$ cat src/rtl/bfa_pkg.sv
package bfa_pkg;

	// built table size and field widths
	localparam int NUM_BUCKETS = 16;
	localparam int CAP_BITS    = 16;
	localparam int SLOT_W      = 4;
	localparam int AMT_W       = 16;
	localparam int SLOT_BITS   = (NUM_BUCKETS > 1) ? $clog2(NUM_BUCKETS) : 1;
	localparam int CNT_BITS    = $clog2(NUM_BUCKETS + 1);
	localparam int CMP_W       = (CAP_BITS > AMT_W) ? CAP_BITS : AMT_W;

	// configuration port
	localparam int CFG_IDX_W  = 1;
	localparam int CFG_DATA_W = 5;
	localparam int POLICY_W   = 2;
	localparam int COUNT_W    = 5;

	typedef enum logic [CFG_IDX_W-1:0] {
		REG_FIT_POLICY   = 1'b0,
		REG_BUCKET_COUNT = 1'b1
	} cfg_reg_t;

	typedef enum logic [POLICY_W-1:0] {
		FP_FIRST = 2'd0,
		FP_BEST  = 2'd1,
		FP_WORST = 2'd2
	} fit_policy_t;

	typedef enum logic {
		OP_LOAD  = 1'b0,
		OP_PLACE = 1'b1
	} op_code_t;

	// running choice held by the sequencer, seen by the compare unit
	typedef struct packed {
		logic                have;
		logic [CAP_BITS-1:0] best;
	} scan_state_t;

endpackage

$ cat src/rtl/bfa_cap_mem.sv
module bfa_cap_mem
	import bfa_pkg::*;
(
	input  logic                 clk,
	input  logic                 we,
	input  logic [SLOT_BITS-1:0] wr_addr,
	input  logic [CAP_BITS-1:0]  wr_data,
	input  logic                 rd_en,
	input  logic [SLOT_BITS-1:0] rd_addr,
	output logic [CAP_BITS-1:0]  rd_data
);

	logic [CAP_BITS-1:0] mem_q [NUM_BUCKETS];

	// single write port
	always_ff @(posedge clk) begin
		if (we) begin
			mem_q[wr_addr] <= wr_data;
		end
	end

	// registered read port
	always_ff @(posedge clk) begin
		if (rd_en) begin
			rd_data <= mem_q[rd_addr];
		end
	end

endmodule

$ cat src/rtl/bfa_fit_cmp.sv
module bfa_fit_cmp
	import bfa_pkg::*;
(
	input  fit_policy_t         policy,
	input  scan_state_t         cur,
	input  logic [CAP_BITS-1:0] cap,
	input  logic [AMT_W-1:0]    ball,
	output logic                take
);

	logic fits;
	logic below_best;

	// capacity must cover the ball
	assign fits       = CMP_W'(cap) >= CMP_W'(ball);
	assign below_best = cap < cur.best;

	// policy decides whether this bucket replaces the running pick
	always_comb begin
		case (policy)
			FP_FIRST: take = fits && !cur.have;
			FP_BEST:  take = fits && (!cur.have || below_best);
			FP_WORST: take = fits && (!cur.have || !below_best);
			default:  take = 1'b0;
		endcase
	end

endmodule

$ cat src/rtl/bin_fit_allocator.sv
// bucket allocator with first, best and worst fit placement
//
// item channel (item_valid / item_stall): op selects load or place. a load
// request writes amount into bucket bucket_slot in the accept cycle and
// produces no result. a place request scans buckets 0 .. bucket_count-1,
// capped at the 16 built buckets, one per cycle through the single read
// port of the capacity memory and a shared compare unit, then writes back
// the decremented capacity of the pick if a bucket fits. item_stall stays
// high from the accept of a place request until its write-back, so no new
// request is accepted while a place request is in progress; a load request
// does not stall the item channel.
// result channel (res_valid / res_stall): one result per place request,
// found and chosen_bucket (0 when nothing fits), held in an output register
// until taken. a new request is accepted while a result waits; a place
// request finishing while the old result is still stalled waits in its
// write-back step until the register frees.
// config channel (cfg_valid / cfg_ready, always ready): index 0 fit_policy,
// index 1 bucket_count; write only while idle.
// reset clears control state and sets first fit with 16 buckets; capacity
// memory is not cleared, each bucket must be loaded before it is scanned.
module bin_fit_allocator
	import bfa_pkg::*;
(
	input  logic                  clk,
	input  logic                  arst_n,
	input  logic                  item_valid,
	output logic                  item_stall,
	input  logic                  op,
	input  logic [SLOT_W-1:0]     bucket_slot,
	input  logic [AMT_W-1:0]      amount,
	output logic                  res_valid,
	input  logic                  res_stall,
	output logic                  found,
	output logic [SLOT_W-1:0]     chosen_bucket,
	input  logic                  cfg_valid,
	output logic                  cfg_ready,
	input  logic [CFG_IDX_W-1:0]  cfg_index,
	input  logic [CFG_DATA_W-1:0] cfg_data
);

	typedef enum logic [1:0] {
		ST_IDLE,
		ST_SCAN,
		ST_WRITE
	} state_t;

	state_t               state_q;
	fit_policy_t          policy_q;
	logic [COUNT_W-1:0]   count_q;
	logic [CNT_BITS-1:0]  limit;
	logic [CNT_BITS-1:0]  issue_q;
	logic                 dvalid_s1;
	logic [SLOT_BITS-1:0] didx_s1;
	logic [AMT_W-1:0]     ball_q;
	scan_state_t          scan_q;
	logic [SLOT_BITS-1:0] pick_q;
	logic                 res_valid_q;
	logic                 found_q;
	logic [SLOT_W-1:0]    chosen_q;

	logic                 item_acc;
	logic                 load_we;
	logic                 rd_en;
	logic                 take;
	logic                 wb_go;
	logic                 mem_we;
	logic [SLOT_BITS-1:0] mem_waddr;
	logic [CAP_BITS-1:0]  mem_wdata;
	logic [CAP_BITS-1:0]  rd_data;

	// config registers, always ready
	assign cfg_ready = 1'b1;

	always_ff @(posedge clk or negedge arst_n) begin
		if (!arst_n) begin
			policy_q <= FP_FIRST;
			count_q  <= COUNT_W'(NUM_BUCKETS);
		end else if (cfg_valid) begin
			case (cfg_index)
				REG_FIT_POLICY:   policy_q <= fit_policy_t'(cfg_data[POLICY_W-1:0]);
				REG_BUCKET_COUNT: count_q  <= cfg_data[COUNT_W-1:0];
				default: ;
			endcase
		end
	end

	// scan limit saturates at the built depth
	assign limit = (32'(count_q) > NUM_BUCKETS) ? CNT_BITS'(NUM_BUCKETS)
	                                             : CNT_BITS'(count_q);

	// handshake and control
	assign item_stall = (state_q != ST_IDLE);
	assign item_acc   = item_valid && !item_stall;
	assign load_we    = item_acc && (op == OP_LOAD)
	                    && (32'(bucket_slot) < NUM_BUCKETS);
	assign rd_en      = (state_q == ST_SCAN) && (issue_q < limit);
	assign wb_go      = (state_q == ST_WRITE) && (!res_valid_q || !res_stall);

	// memory write: load in idle or write-back of the pick
	assign mem_we    = load_we || (wb_go && scan_q.have);
	assign mem_waddr = load_we ? SLOT_BITS'(bucket_slot) : pick_q;
	assign mem_wdata = load_we ? CAP_BITS'(amount)
	                           : CAP_BITS'(CMP_W'(scan_q.best) - CMP_W'(ball_q));

	bfa_cap_mem u_mem (
		.clk     (clk),
		.we      (mem_we),
		.wr_addr (mem_waddr),
		.wr_data (mem_wdata),
		.rd_en   (rd_en),
		.rd_addr (issue_q[SLOT_BITS-1:0]),
		.rd_data (rd_data)
	);

	bfa_fit_cmp u_cmp (
		.policy (policy_q),
		.cur    (scan_q),
		.cap    (rd_data),
		.ball   (ball_q),
		.take   (take)
	);

	// sequencer: issue reads, compare one bucket per cycle, write back
	always_ff @(posedge clk or negedge arst_n) begin
		if (!arst_n) begin
			state_q     <= ST_IDLE;
			issue_q     <= '0;
			dvalid_s1   <= 1'b0;
			didx_s1     <= '0;
			scan_q      <= '0;
			pick_q      <= '0;
			ball_q      <= '0;
			res_valid_q <= 1'b0;
			found_q     <= 1'b0;
			chosen_q    <= '0;
		end else begin
			if (res_valid_q && !res_stall && !wb_go) begin
				res_valid_q <= 1'b0;
			end
			dvalid_s1 <= rd_en;
			didx_s1   <= issue_q[SLOT_BITS-1:0];
			case (state_q)
				ST_IDLE: begin
					if (item_acc && (op == OP_PLACE)) begin
						state_q     <= ST_SCAN;
						issue_q     <= '0;
						ball_q      <= amount;
						scan_q.have <= 1'b0;
						scan_q.best <= '0;
						pick_q      <= '0;
					end
				end
				ST_SCAN: begin
					if (rd_en) begin
						issue_q <= issue_q + CNT_BITS'(1);
					end
					if (dvalid_s1 && take) begin
						scan_q.have <= 1'b1;
						scan_q.best <= rd_data;
						pick_q      <= didx_s1;
					end
					if (!rd_en && !dvalid_s1) begin
						state_q <= ST_WRITE;
					end
				end
				ST_WRITE: begin
					if (wb_go) begin
						res_valid_q <= 1'b1;
						found_q     <= scan_q.have;
						chosen_q    <= scan_q.have ? SLOT_W'(pick_q) : '0;
						state_q     <= ST_IDLE;
					end
				end
				default: state_q <= ST_IDLE;
			endcase
		end
	end

	assign res_valid     = res_valid_q;
	assign found         = found_q;
	assign chosen_bucket = chosen_q;

	// compare data only arrives while scanning
	a_dvalid_in_scan: assert property (@(posedge clk) disable iff (!arst_n)
		dvalid_s1 |-> state_q == ST_SCAN)
		else $error("read data returned outside scan");

	// memory is written only by a load in idle or by the write-back
	a_we_phase: assert property (@(posedge clk) disable iff (!arst_n)
		mem_we |-> (state_q == ST_IDLE || state_q == ST_WRITE))
		else $error("capacity write during scan");

	// write-back always publishes a result
	a_wb_result: assert property (@(posedge clk) disable iff (!arst_n)
		wb_go |=> res_valid_q && state_q == ST_IDLE)
		else $error("write-back did not produce a result");

	// a miss reports bucket zero
	a_miss_zero: assert property (@(posedge clk) disable iff (!arst_n)
		(res_valid_q && !found_q) |-> chosen_q == '0)
		else $error("not-found result with nonzero bucket");

endmodule
$ cat config.mk
export PLATFORM = sky130hd
export DESIGN_NAME = bin_fit_allocator
export DESIGN_NICKNAME = d
export VERILOG_FILES = /design/src/rtl/bfa_pkg.sv /design/src/rtl/bfa_cap_mem.sv /design/src/rtl/bfa_fit_cmp.sv /design/src/rtl/bin_fit_allocator.sv
export SDC_FILE = /design/constraint.sdc
export NUM_CORES = 1
export LEC_CHECK = 0
export ABC_CLOCK_PERIOD_IN_PS = 3900
export BUFFER_PORTS_ARGS = -buffer_cell sky130_fd_sc_hd__buf_2
export CORE_ASPECT_RATIO = 1.75
export CORE_UTILIZATION = 60
export CTS_BUF_LIST = sky130_fd_sc_hd__clkbuf_8
export CTS_CLUSTER_SIZE = 8
export DETAILED_ROUTE_END_ITERATION = 12
export PLACE_DENSITY = 0.77
export REMOVE_ABC_BUFFERS = 1
export SYNTH_ARGS = -nofsm -noshare
export SYNTH_HDL_FRONTEND = slang
export SYNTH_SLANG_ARGS = --single-unit
$ cat constraint.sdc
create_clock -name clk -period 3.9 [get_ports clk]
set_input_delay 0.78 -clock clk [delete_from_list [all_inputs] [get_ports clk]]
set_output_delay 0.78 -clock clk [all_outputs]
set_load 0.05 [all_outputs]
==> flow_metrics.env, run 1 <==
export IMPL_die_area_um2=24800
export IMPL_numCtsBuffers=49
export IMPL_hpwl_mm=19.5
export IMPL_row_count=74
export IMPL_cts_path_max_buffers=3
export IMPL_path_class="reg2reg"
export IMPL_cts_htree_levels=2
export IMPL_synthToLayoutAreaGrowth_pct=10.5
export IMPL_final_antenna_net_count=0
export IMPL_cts_tree="built"
export IMPL_portBuffers=38
export IMPL_path_clk_slew_ns=0.06
export IMPL_end_kind="flop"
export IMPL_finalSetupViolCount=0
export IMPL_synth_main_ff_cell="edfxtp_1"
export IMPL_n_antenna_cell=0
export IMPL_clkSinkCount=334
export IMPL_power_switching_uw=4480
export IMPL_rsz0062_at_grt="false"
export IMPL_grt_overflow_total=0
export IMPL_final_layout_size_suffix_gt1_frac=0.236
export IMPL_internal_power_uw=8670
export IMPL_yosysSeqAreaShare=0.670
export IMPL_total_power_uw=13200
export IMPL_synth_cell_types=52
export IMPL_power_density_nw_per_um2=821
export IMPL_wire_per_inst_um=23.4
export IMPL_die_w_um=120
export IMPL_dr_pass1_iters=5
export IMPL_io_pins=40
export IMPL_seq_power_share=0.448
export IMPL_post_cts_buffers=0
export IMPL_core_um2=23500
export IMPL_cp_data_required_time_ns=4.12
export IMPL_grt_pass1_vias=8421
export IMPL_grt_max_degree=69
export IMPL_critPathMaxFanout=16
export IMPL_max_vdd_ir_drop_mv=0.400
export IMPL_drv_slew=0
export IMPL_synth_edf_count=272
export IMPL_die_h_um=208
export IMPL_nets=1070
export IMPL_clock_latency_ns=0.58
export IMPL_viasPerCell=6.12
export IMPL_hold_buffers=0
export IMPL_switching_share=0.341
export IMPL_worstMarginPinSlew_ns=1.11
export IMPL_grt_pass1_wl_mm=47.4
export IMPL_power_frac_clock=0.184
export IMPL_worstPathArrival_ns=3.68
export IMPL_grt_usage=0.263
export IMPL_drv_cap=0
export IMPL_via_count=8022
export IMPL_post_route_util=0.681
export IMPL_drtIter0Drc=578
export IMPL_post_synth_inst_count=889
export IMPL_max_freq_mhz=289
export IMPL_hold_path_class="in2async"
export IMPL_clock_skew_ns=0.0217
export IMPL_p_leak_uw=0.00586
export IMPL_yosysWarnings=0
export IMPL_critPathLaunchType="flop"
export IMPL_relSlewSlack=0.260
export IMPL_ys_async_sr_fraction=0.186
export IMPL_post_route_min_period_ns=3.46
export IMPL_finalCritPeriodShare=0.888
export IMPL_ys_ff_latch=334
export IMPL_initial_core_util=0.617
export IMPL_root_buffer="clkbuf_8"
export IMPL_finalHoldViolations=0
export IMPL_synthesis_area_um2=14500
export IMPL_wirelength_mm=30.7
export IMPL_antenna_found_initial=0
export IMPL_post_route_drc_count=0
export IMPL_syn_avg_cell_area_um2=16.3
export IMPL_cts_resized_gates=0
export IMPL_place_gp_congestion=0.871
export IMPL_combPwrFrac=0.368
export IMPL_status="finished, final reports clean"
-- cells by family after synthesis --
group / share of synthesized area
compound gates: 0.0449
xor+xnor: 0.00966
fa+ha+maj: 0.0471
buf+inv: 0.0284
flops: 0.670
mux: 0.146
other cells: 0.000258
simple gates: 0.0533
-- power by group through the flow --
stage	clock (uW)	sequential [uW]	combinational, uW
2_1_floorplan	0	6030	3120
3_3_place_gp	0	5950	4670
3_5_place_dp	0	5980	4820
4_1_cts	2480	5910	4850
5_1_grt	2620	5970	5320
6_report	2420	5890	4840
-- worst max-delay path, stage by stage (launching register included) --
cell and delay [ns]:
dfrtp_1 0.41, ha_1 0.23, fa_1 0.40, nand2b_1 0.18
a21oi_1 0.26, o22a_1 0.27, o41a_1 0.20, a31oi_1 0.12
xor2_1 0.16, a21oi_1 0.86
-- state kept, by name, indices dropped and copies added (netlist names) --
| signal | flops |
|---|---|
| u_mem.mem_q | 256 |
| scan_q | 17 |
| ball_q | 16 |
| u_mem.rd_data | 16 |
| count_q | 5 |
| issue_q | 5 |
| chosen_bucket | 4 |
| didx_s1 | 4 |
| pick_q | 4 |
| policy_q | 2 |
| state_q | 2 |
| dvalid_s1 | 1 |
| found | 1 |
| res_valid | 1 |
-- cells in the mapped netlist (all sizes together) (2+ instances only) --
library cell  number  share of area
edfxtp           272           0.56
mux4              80           0.12
nand2             74          0.019
dfrtp             61           0.11
inv               59          0.015
ha                53          0.046
nor2              50          0.013
o21ai             35          0.012
a21oi             29          0.010
mux2i             22          0.015
clkbuf            18         0.0048
buf               17         0.0083
nand2b            11         0.0047
xor2              11         0.0066
mux2               9         0.0070
nand3              9         0.0031
a21o               7         0.0036
nand4              7         0.0030
a211oi             6         0.0034
a31oi              6         0.0026
nor2b              6         0.0031
nor3               6         0.0021
o21a               6         0.0031
xnor2              5         0.0030
nor3b              3         0.0016
o211ai             3         0.0016
o31ai              3         0.0016
a2111oi            2         0.0012
a211o              2         0.0012
nor4               2         0.0019
or2                2        0.00086
-- cells in the final DEF, fill, tap and decap left out, types with 11 or more instances in the layout --
| cell type | count |
|---|---|
| a21oi_1 | 29 |
| dfrtp_1 | 59 |
| o21ai_0 | 33 |
| clkbuf_8 | 52 |
| mux2i_1 | 22 |
| nor2_1 | 42 |
| nand2_1 | 74 |
| buf_4 | 41 |
| buf_2 | 38 |
| inv_1 | 79 |
| xor2_1 | 11 |
| ha_1 | 53 |
| edfxtp_1 | 272 |
| mux4_2 | 80 |
| nand2b_1 | 11 |
-- worst paths after layout --
kind                                                   start                             to  slack (ns)  cells after the start
worst max-delay path                   ball_q[0]$_DFFE_PN0P_  u_mem.mem_q[13][14]$_DFFE_PP_        0.44                      9
worst min-delay path                                  arst_n          scan_q[1]$_DFFE_PN0P_        0.26                      1
worst max register to register         ball_q[0]$_DFFE_PN0P_  u_mem.mem_q[13][14]$_DFFE_PP_        0.44                      9
worst min register to register  chosen_bucket[3]$_DFFE_PN0P_   chosen_bucket[3]$_DFFE_PN0P_        0.46                      2
max in group asynchronous                             arst_n         state_q[1]$_DFFE_PN0P_        2.86                      2
min in group clk                                   amount[8]          ball_q[8]$_DFFE_PN0P_        0.42                      3
-- stage by stage --
stage | TNS, ns | hold WS [ns] | area, um^2 | instances | setup WS [ns]
after global routing | 0 | 0.273 | 16000 | 1311 | 0.257
final | 0 | 0.262 | 16000 | 1311 | 0.435
after CTS | 0 | 0.265 | 16000 | 1311 | 0.416
after floorplan | -1.86 | 0.456 | 14300 | 854 | -0.112
after global placement | 0 | 0.450 | 15200 | 1237 | 0.641
after detailed placement | 0 | 0.452 | 15200 | 1237 | 0.474
-- area by class of cell --
type / instances / area, um^2
Sequential cell: 334 / 9730
Clock buffer: 52 / 716
Timing Repair Buffer: 79 / 498
Tap cell: 304 / 380
Multi-Input combinational cell: 461 / 4400
Clock inverter: 22 / 88.8
Inverter: 59 / 221
Fill cell: 1519 / 7490
-- layer usage --
metal	vias to the layer above	GRT usage	share of wire
li1	3590	-	-
met1	4061	0.305	0.36
met2	278	0.466	0.54
met3	93	0.0404	0.053
met4	0	0.134	0.047
met5	-	0	0
No activity file was read; power rests on OpenSTA's default activity.
==> inputs of run 2 (changes only) <==
--- a/config.mk
+++ b/config.mk
@@ -5,13 +5,14 @@
 export SDC_FILE = /design/constraint.sdc
 export NUM_CORES = 1
 export LEC_CHECK = 0
-export ABC_CLOCK_PERIOD_IN_PS = 3900
+export ABC_CLOCK_PERIOD_IN_PS = 3700
 export BUFFER_PORTS_ARGS = -buffer_cell sky130_fd_sc_hd__buf_2
 export CORE_ASPECT_RATIO = 1.75
 export CORE_UTILIZATION = 60
 export CTS_BUF_LIST = sky130_fd_sc_hd__clkbuf_8
 export CTS_CLUSTER_SIZE = 8
 export DETAILED_ROUTE_END_ITERATION = 12
+export GPL_TIMING_DRIVEN = 0
 export PLACE_DENSITY = 0.77
 export REMOVE_ABC_BUFFERS = 1
 export SYNTH_ARGS = -nofsm -noshare
==> constraint.sdc (replaced) <==
create_clock -name clk -period 3.7 [get_ports clk]
set_input_delay 0.74 -clock clk [delete_from_list [all_inputs] [get_ports clk]]
set_output_delay 0.74 -clock clk [all_outputs]
set_load 0.05 [all_outputs]
==> run 2 against run 1 <==
Against the previous run: clock skew up 0.0015 ns; routed wire length grew 0.14%; total power up 3.2%; clock power rose by 5%; core utilization up 0.53 points; count of clock-buffer cells in the layout down 1; critical path type unchanged; largest cell class unchanged; largest power group unchanged.
==> flow_metrics.env, run 2 (synthesis results as in run 1) <==
export IMPL_max_freq_mhz=286
export IMPL_cts_path_max_buffers=3
export IMPL_place_gp_congestion=0.870
export IMPL_via_count=7909
export IMPL_row_count=74
export IMPL_root_buffer="clkbuf_8"
export IMPL_grt_overflow_total=0
export IMPL_seqCellArea_um2=9730
export IMPL_post_route_drc_count=0
export IMPL_viasPerCell=6.13
export IMPL_finalHoldViolations=0
export IMPL_hold_path_class="in2async"
export IMPL_final_antenna_net_count=0
export IMPL_drtIter0Drc=652
export IMPL_clock_latency_ns=0.57
export IMPL_hold_buffers=0
export IMPL_die_area_um2=24800
export IMPL_grt_max_degree=63
export IMPL_stdcell_area_um2=16200
export IMPL_placed_cell_area_um2=15400
export IMPL_tns_ns=0
export IMPL_max_flop_register="u_mem.mem_q"
export IMPL_status="finished, final reports clean"
export IMPL_critPathLaunchType="flop"
export IMPL_fillers=1507
export IMPL_rsz0062_at_grt="false"
export IMPL_finalSetupViolCount=0
export IMPL_post_route_min_period_ns=3.49
export IMPL_dr_pass1_iters=5
export IMPL_core_um2=23500
export IMPL_end_kind="flop"
export IMPL_worstPathArrival_ns=3.68
export IMPL_reg_largest_list="u_mem.mem_q (256), scan_q (17)"
export IMPL_final_cell_mix="edfxtp_1 (272), mux4_2 (80), inv_1 (77), nand2_1 (74), dfrtp_1 (57)"
export IMPL_hpwl_mm=21.3
export IMPL_numCtsBuffers=49
export IMPL_grt_pass1_vias=8404
export IMPL_die_h_um=208
export IMPL_drv_slew=0
export IMPL_path_class="reg2reg"
export IMPL_nets=1051
export IMPL_clock_skew_ns=0.0232
export IMPL_antenna_found_initial=0
export IMPL_initial_core_util=0.617
export IMPL_largest_reg_flops=256
export IMPL_power_density_nw_per_um2=841
export IMPL_max_vdd_ir_drop_mv=0.325
export IMPL_final_layout_size_suffix_gt1_frac=0.233
export IMPL_finalCritPeriodShare=0.944
export IMPL_relSlewSlack=0.140
export IMPL_drv_cap=0
export IMPL_path_clk_slew_ns=0.07
export IMPL_critPathMaxFanout=16
export IMPL_mostFrequentLayoutCell="edfxtp_1"
export IMPL_multi_input_area_um2=4420
export IMPL_grt_pass1_wl_mm=47.0
export IMPL_worstMarginPinSlew_ns=1.29
export IMPL_portBuffers=38
export IMPL_wire_per_inst_um=23.8
export IMPL_grt_usage=0.261
export IMPL_cp_data_required_time_ns=3.89
export IMPL_post_route_util=0.687
export IMPL_cts_htree_levels=2
export IMPL_clkSinkCount=334
export IMPL_wirelength_mm=30.7
export IMPL_p_leak_uw=0.00581
export IMPL_n_antenna_cell=0
export IMPL_cts_tree="built"
export IMPL_die_w_um=120
export IMPL_io_pins=40
export IMPL_synthToLayoutAreaGrowth_pct=11.3
-- run 2: cell types whose count changed in the layout (fill, tap and decap cells not counted), sizes merged --
cell / delta
clkinv: +2
clkbuf: -1
inv: -3
buf: -19
clkinvlp: +1
-- run 2: final cells by class --
type	instances	share of cell area
multi-input cells	461	0.274
inverters	59	0.0137
clock inverters	22	0.00566
clock buffers	51	0.0435
repair buffers	60	0.0373
flip-flops and latches	334	0.602
well taps	304	0.0236
-- run 2: metrics by stage --
| step | setup WS (ns) | hold WS (ns) | std cells | power (uW) |
|---|---|---|---|---|
| global placement | -1.60 | 0.449 | 1196 | 11000 |
| global route | 0.0210 | 0.309 | 1291 | 14400 |
| finish | 0.209 | 0.257 | 1291 | 13600 |
| detailed placement | 0.0778 | 0.455 | 1218 | 11100 |
| floorplan | -0.312 | 0.444 | 854 | 9650 |
| CTS | 0.0525 | 0.266 | 1291 | 13700 |
-- run 2: repair_timing --
| action | in CTS | in global routing |
|---|---|---|
| setup buffers | 0 | 0 |
| endpoints found under the setup margin | 0 | 2 |
| gates resized for setup | 0 | 1 |
| hold endpoints to repair | 0 | 0 |
-- run 2: worst paths after layout --
path / end / slack, ns / cells after the start / startpoint
max in group asynchronous: issue_q[1]$_DFFE_PN0P_ / 2.78 / 1 / arst_n
worst max register to register: u_mem.mem_q[7][14]$_DFFE_PP_ / 0.21 / 9 / ball_q[0]$_DFFE_PN0P_
min in group clk: ball_q[8]$_DFFE_PN0P_ / 0.39 / 3 / amount[8]
worst min-delay path: scan_q[4]$_DFFE_PN0P_ / 0.26 / 1 / arst_n
worst min register to register: chosen_bucket[3]$_DFFE_PN0P_ / 0.47 / 2 / chosen_bucket[3]$_DFFE_PN0P_
worst max-delay path: u_mem.mem_q[7][14]$_DFFE_PP_ / 0.21 / 9 / ball_q[0]$_DFFE_PN0P_
-- run 2: layer usage --
layer  vias to the layer above  track usage  share of wire
met5                         -            0              0
met4                         0        0.146          0.052
met3                        99       0.0382          0.045
met2                       272        0.469           0.55
met1                      4006        0.293           0.35
li1                       3532            -              -
-- run 2: power breakdown --
| group | internal [uW] | total [uW] | switching (uW) |
|---|---|---|---|
| Clock | 1250 | 2530 | 1280 |
| Sequential | 5840 | 6310 | 466 |
| Combinational | 1860 | 4740 | 2880 |
| Total | 8950 | 13600 | 4630 |
-- run 2: critical path: stages (launching register included) --
cell and delay (ns):
dfrtp_1 0.40, ha_1 0.24, fa_1 0.40, nand2b_1 0.20, a21oi_1 0.24, o22a_1 0.23, o41a_1 0.22, a31oi_1 0.13
xor2_1 0.17, a21oi_1 0.89
==> inputs of run 3 (changes only) <==
--- a/config.mk
+++ b/config.mk
@@ -8,12 +8,11 @@
 export ABC_CLOCK_PERIOD_IN_PS = 3700
 export BUFFER_PORTS_ARGS = -buffer_cell sky130_fd_sc_hd__buf_2
 export CORE_ASPECT_RATIO = 1.75
-export CORE_UTILIZATION = 60
-export CTS_BUF_LIST = sky130_fd_sc_hd__clkbuf_8
+export CORE_UTILIZATION = 45
 export CTS_CLUSTER_SIZE = 8
 export DETAILED_ROUTE_END_ITERATION = 12
 export GPL_TIMING_DRIVEN = 0
-export PLACE_DENSITY = 0.77
+export PLACE_DENSITY = 0.69
 export REMOVE_ABC_BUFFERS = 1
 export SYNTH_ARGS = -nofsm -noshare
 export SYNTH_HDL_FRONTEND = slang
==> run 3 against run 2 <==
Against the previous run: setup slack better by 0.12 ns; sequential share of layout area decreased by 2.3 points; register-to-register slack improved by 0.12 ns; sequential cell count unchanged; sequential power barely moved; final area is 4.1% higher; non-clock buffer count did not move; clock power up 51%; final cell count grew 6.8%; critical endpoint is now u_mem.mem_q[14][14]$_DFFE_PP_; largest power group unchanged; highest routed layer unchanged.
==> flow_metrics.env, run 3 (synthesis results as in run 1) <==
export IMPL_status="finished, final reports clean"
export IMPL_clock_latency_ns=0.55
export IMPL_critPathMaxFanout=16
export IMPL_die_h_um=240
export IMPL_path_class="reg2reg"
export IMPL_die_area_um2=33000
export IMPL_end_kind="flop"
export IMPL_synthToLayoutAreaGrowth_pct=15.8
export IMPL_rsz0062_at_grt="false"
export IMPL_hpwl_mm=21.1
export IMPL_n_antenna_cell=0
export IMPL_path_clk_slew_ns=0.05
export IMPL_drtIter0Drc=552
export IMPL_clkSinkCount=334
export IMPL_hold_path_class="in2async"
export IMPL_wire_per_inst_um=23.4
export IMPL_post_route_drc_count=0
export IMPL_pre_cts_ws_ns=0.0331
export IMPL_grt_pass1_wl_mm=49.2
export IMPL_largest_reg_flops=256
export IMPL_grt_pass1_vias=8381
export IMPL_drv_cap=0
export IMPL_post_route_min_period_ns=3.38
export IMPL_drv_slew=0
export IMPL_use_met1=0.233
export IMPL_top_usage_layer="met2"
export IMPL_mostFrequentLayoutCell="edfxtp_1"
export IMPL_numCtsBuffers=47
export IMPL_portBuffers=38
export IMPL_die_w_um=138
export IMPL_cts_path_max_buffers=3
export IMPL_io_pins=40
export IMPL_row_count=86
export IMPL_initial_core_util=0.459
export IMPL_finalCritPeriodShare=0.912
export IMPL_core_um2=31600
export IMPL_critPathLaunchType="flop"
export IMPL_place_gp_congestion=0.869
export IMPL_post_route_util=0.531
export IMPL_p_leak_uw=0.00598
export IMPL_cp_data_required_time_ns=3.89
export IMPL_grt_usage=0.206
export IMPL_worstPathArrival_ns=3.56
export IMPL_final_layout_size_suffix_gt1_frac=0.231
export IMPL_reg_largest_list="u_mem.mem_q (256), scan_q (17)"
export IMPL_max_freq_mhz=296
export IMPL_hold_buffers=0
export IMPL_dr_pass1_iters=5
export IMPL_max_flop_register="u_mem.mem_q"
export IMPL_antenna_found_initial=0
export IMPL_cts_htree_levels=2
export IMPL_cts_tree="built"
export IMPL_clock_skew_ns=0.0323
export IMPL_relSlewSlack=0.121
export IMPL_use_met3=0.0246
export IMPL_root_buffer="clkbuf_16"
export IMPL_final_antenna_net_count=0
export IMPL_power_density_nw_per_um2=886
export IMPL_worstMarginPinSlew_ns=1.32
export IMPL_final_cell_mix="edfxtp_1 (272), mux4_2 (80), nand2_1 (74), inv_1 (59), dfrtp_1 (57)"
export IMPL_viasPerCell=5.74
export IMPL_wirelength_mm=32.2
export IMPL_finalSetupViolCount=0
export IMPL_setup_ws_ns=0.324
export IMPL_nets=1049
export IMPL_finalHoldViolations=0
export IMPL_via_count=7910
export IMPL_grt_overflow_total=0
export IMPL_grt_max_degree=63
export IMPL_met2_usage=0.384
export IMPL_max_vdd_ir_drop_mv=0.548
[run 3: cell count changes in the layout (fill, tap and decap cells not counted), moves of 2 or more]
cell	previous run	this run
buf_16	8	10
clkbuf_1	0	18
clkbuf_16	0	48
clkbuf_8	51	0
inv_1	77	59
[run 3: worst paths after layout]
| kind | from | endpoint | slack [ns] | depth (start not counted) |
|---|---|---|---|---|
| max in group asynchronous | arst_n | issue_q[1]$_DFFE_PN0P_ | 2.75 | 1 |
| max | ball_q[0]$_DFFE_PN0P_ | u_mem.mem_q[14][14]$_DFFE_PP_ | 0.32 | 9 |
| min in group clk | amount[5] | ball_q[5]$_DFFE_PN0P_ | 0.41 | 3 |
| max reg2reg | ball_q[0]$_DFFE_PN0P_ | u_mem.mem_q[14][14]$_DFFE_PP_ | 0.32 | 9 |
| min reg2reg | chosen_bucket[1]$_DFFE_PN0P_ | chosen_bucket[1]$_DFFE_PN0P_ | 0.47 | 2 |
| min | arst_n | scan_q[5]$_DFFE_PN0P_ | 0.27 | 1 |
[run 3: where the power goes]
group	total (uW)	switching [uW]	internal (uW)
clock	3810	1480	2340
combinational	4770	2910	1860
sequential	6300	452	5850
[run 3: timing repair]
| item | in CTS | in global routing |
|---|---|---|
| resized for setup | 0 | 1 |
| setup buffers | 0 | 0 |
| setup endpoints to repair | 0 | 4 |
[run 3: routing by layer]
layer  vias to the layer above  part of all wire
met5                         -                 0
met3                        78             0.043
met2                       239              0.56
met1                      4049              0.36
li1                       3544                 -
met4                         0             0.037
[run 3: per-stage QoR]
step	TNS [ns]	total power [uW]	cell area [um^2]	hold WS, ns	instances
5_1_grt	0	15700	16800	0.355	1379
4_1_cts	0	15000	16800	0.300	1379
3_5_place_dp	0	11200	15500	0.464	1310
6_report	0	14900	16800	0.270	1379
3_3_place_gp	-262.39	11000	15000	0.450	1288
2_1_floorplan	-6.26	9650	14300	0.444	854
[run 3: worst max-delay path, cell delays in order (launching register included)]
cell      delay (ns)
dfrtp_1         0.40
ha_1            0.24
fa_1            0.41
nand2b_1        0.19
a21oi_1         0.22
o22a_1          0.22
o41a_1          0.20
a31oi_1         0.12
xor2_1          0.17
a21oi_1         0.83
[run 3: layout make-up]
type	instances	area, um^2
Clock buffer	66	1270
Inverter	59	221
Sequential cell	334	9730
Fill cell	2462	14800
Timing Repair Buffer	60	637
Tap cell	396	495
Multi-Input combinational cell	461	4420
Clock inverter	3	28.8
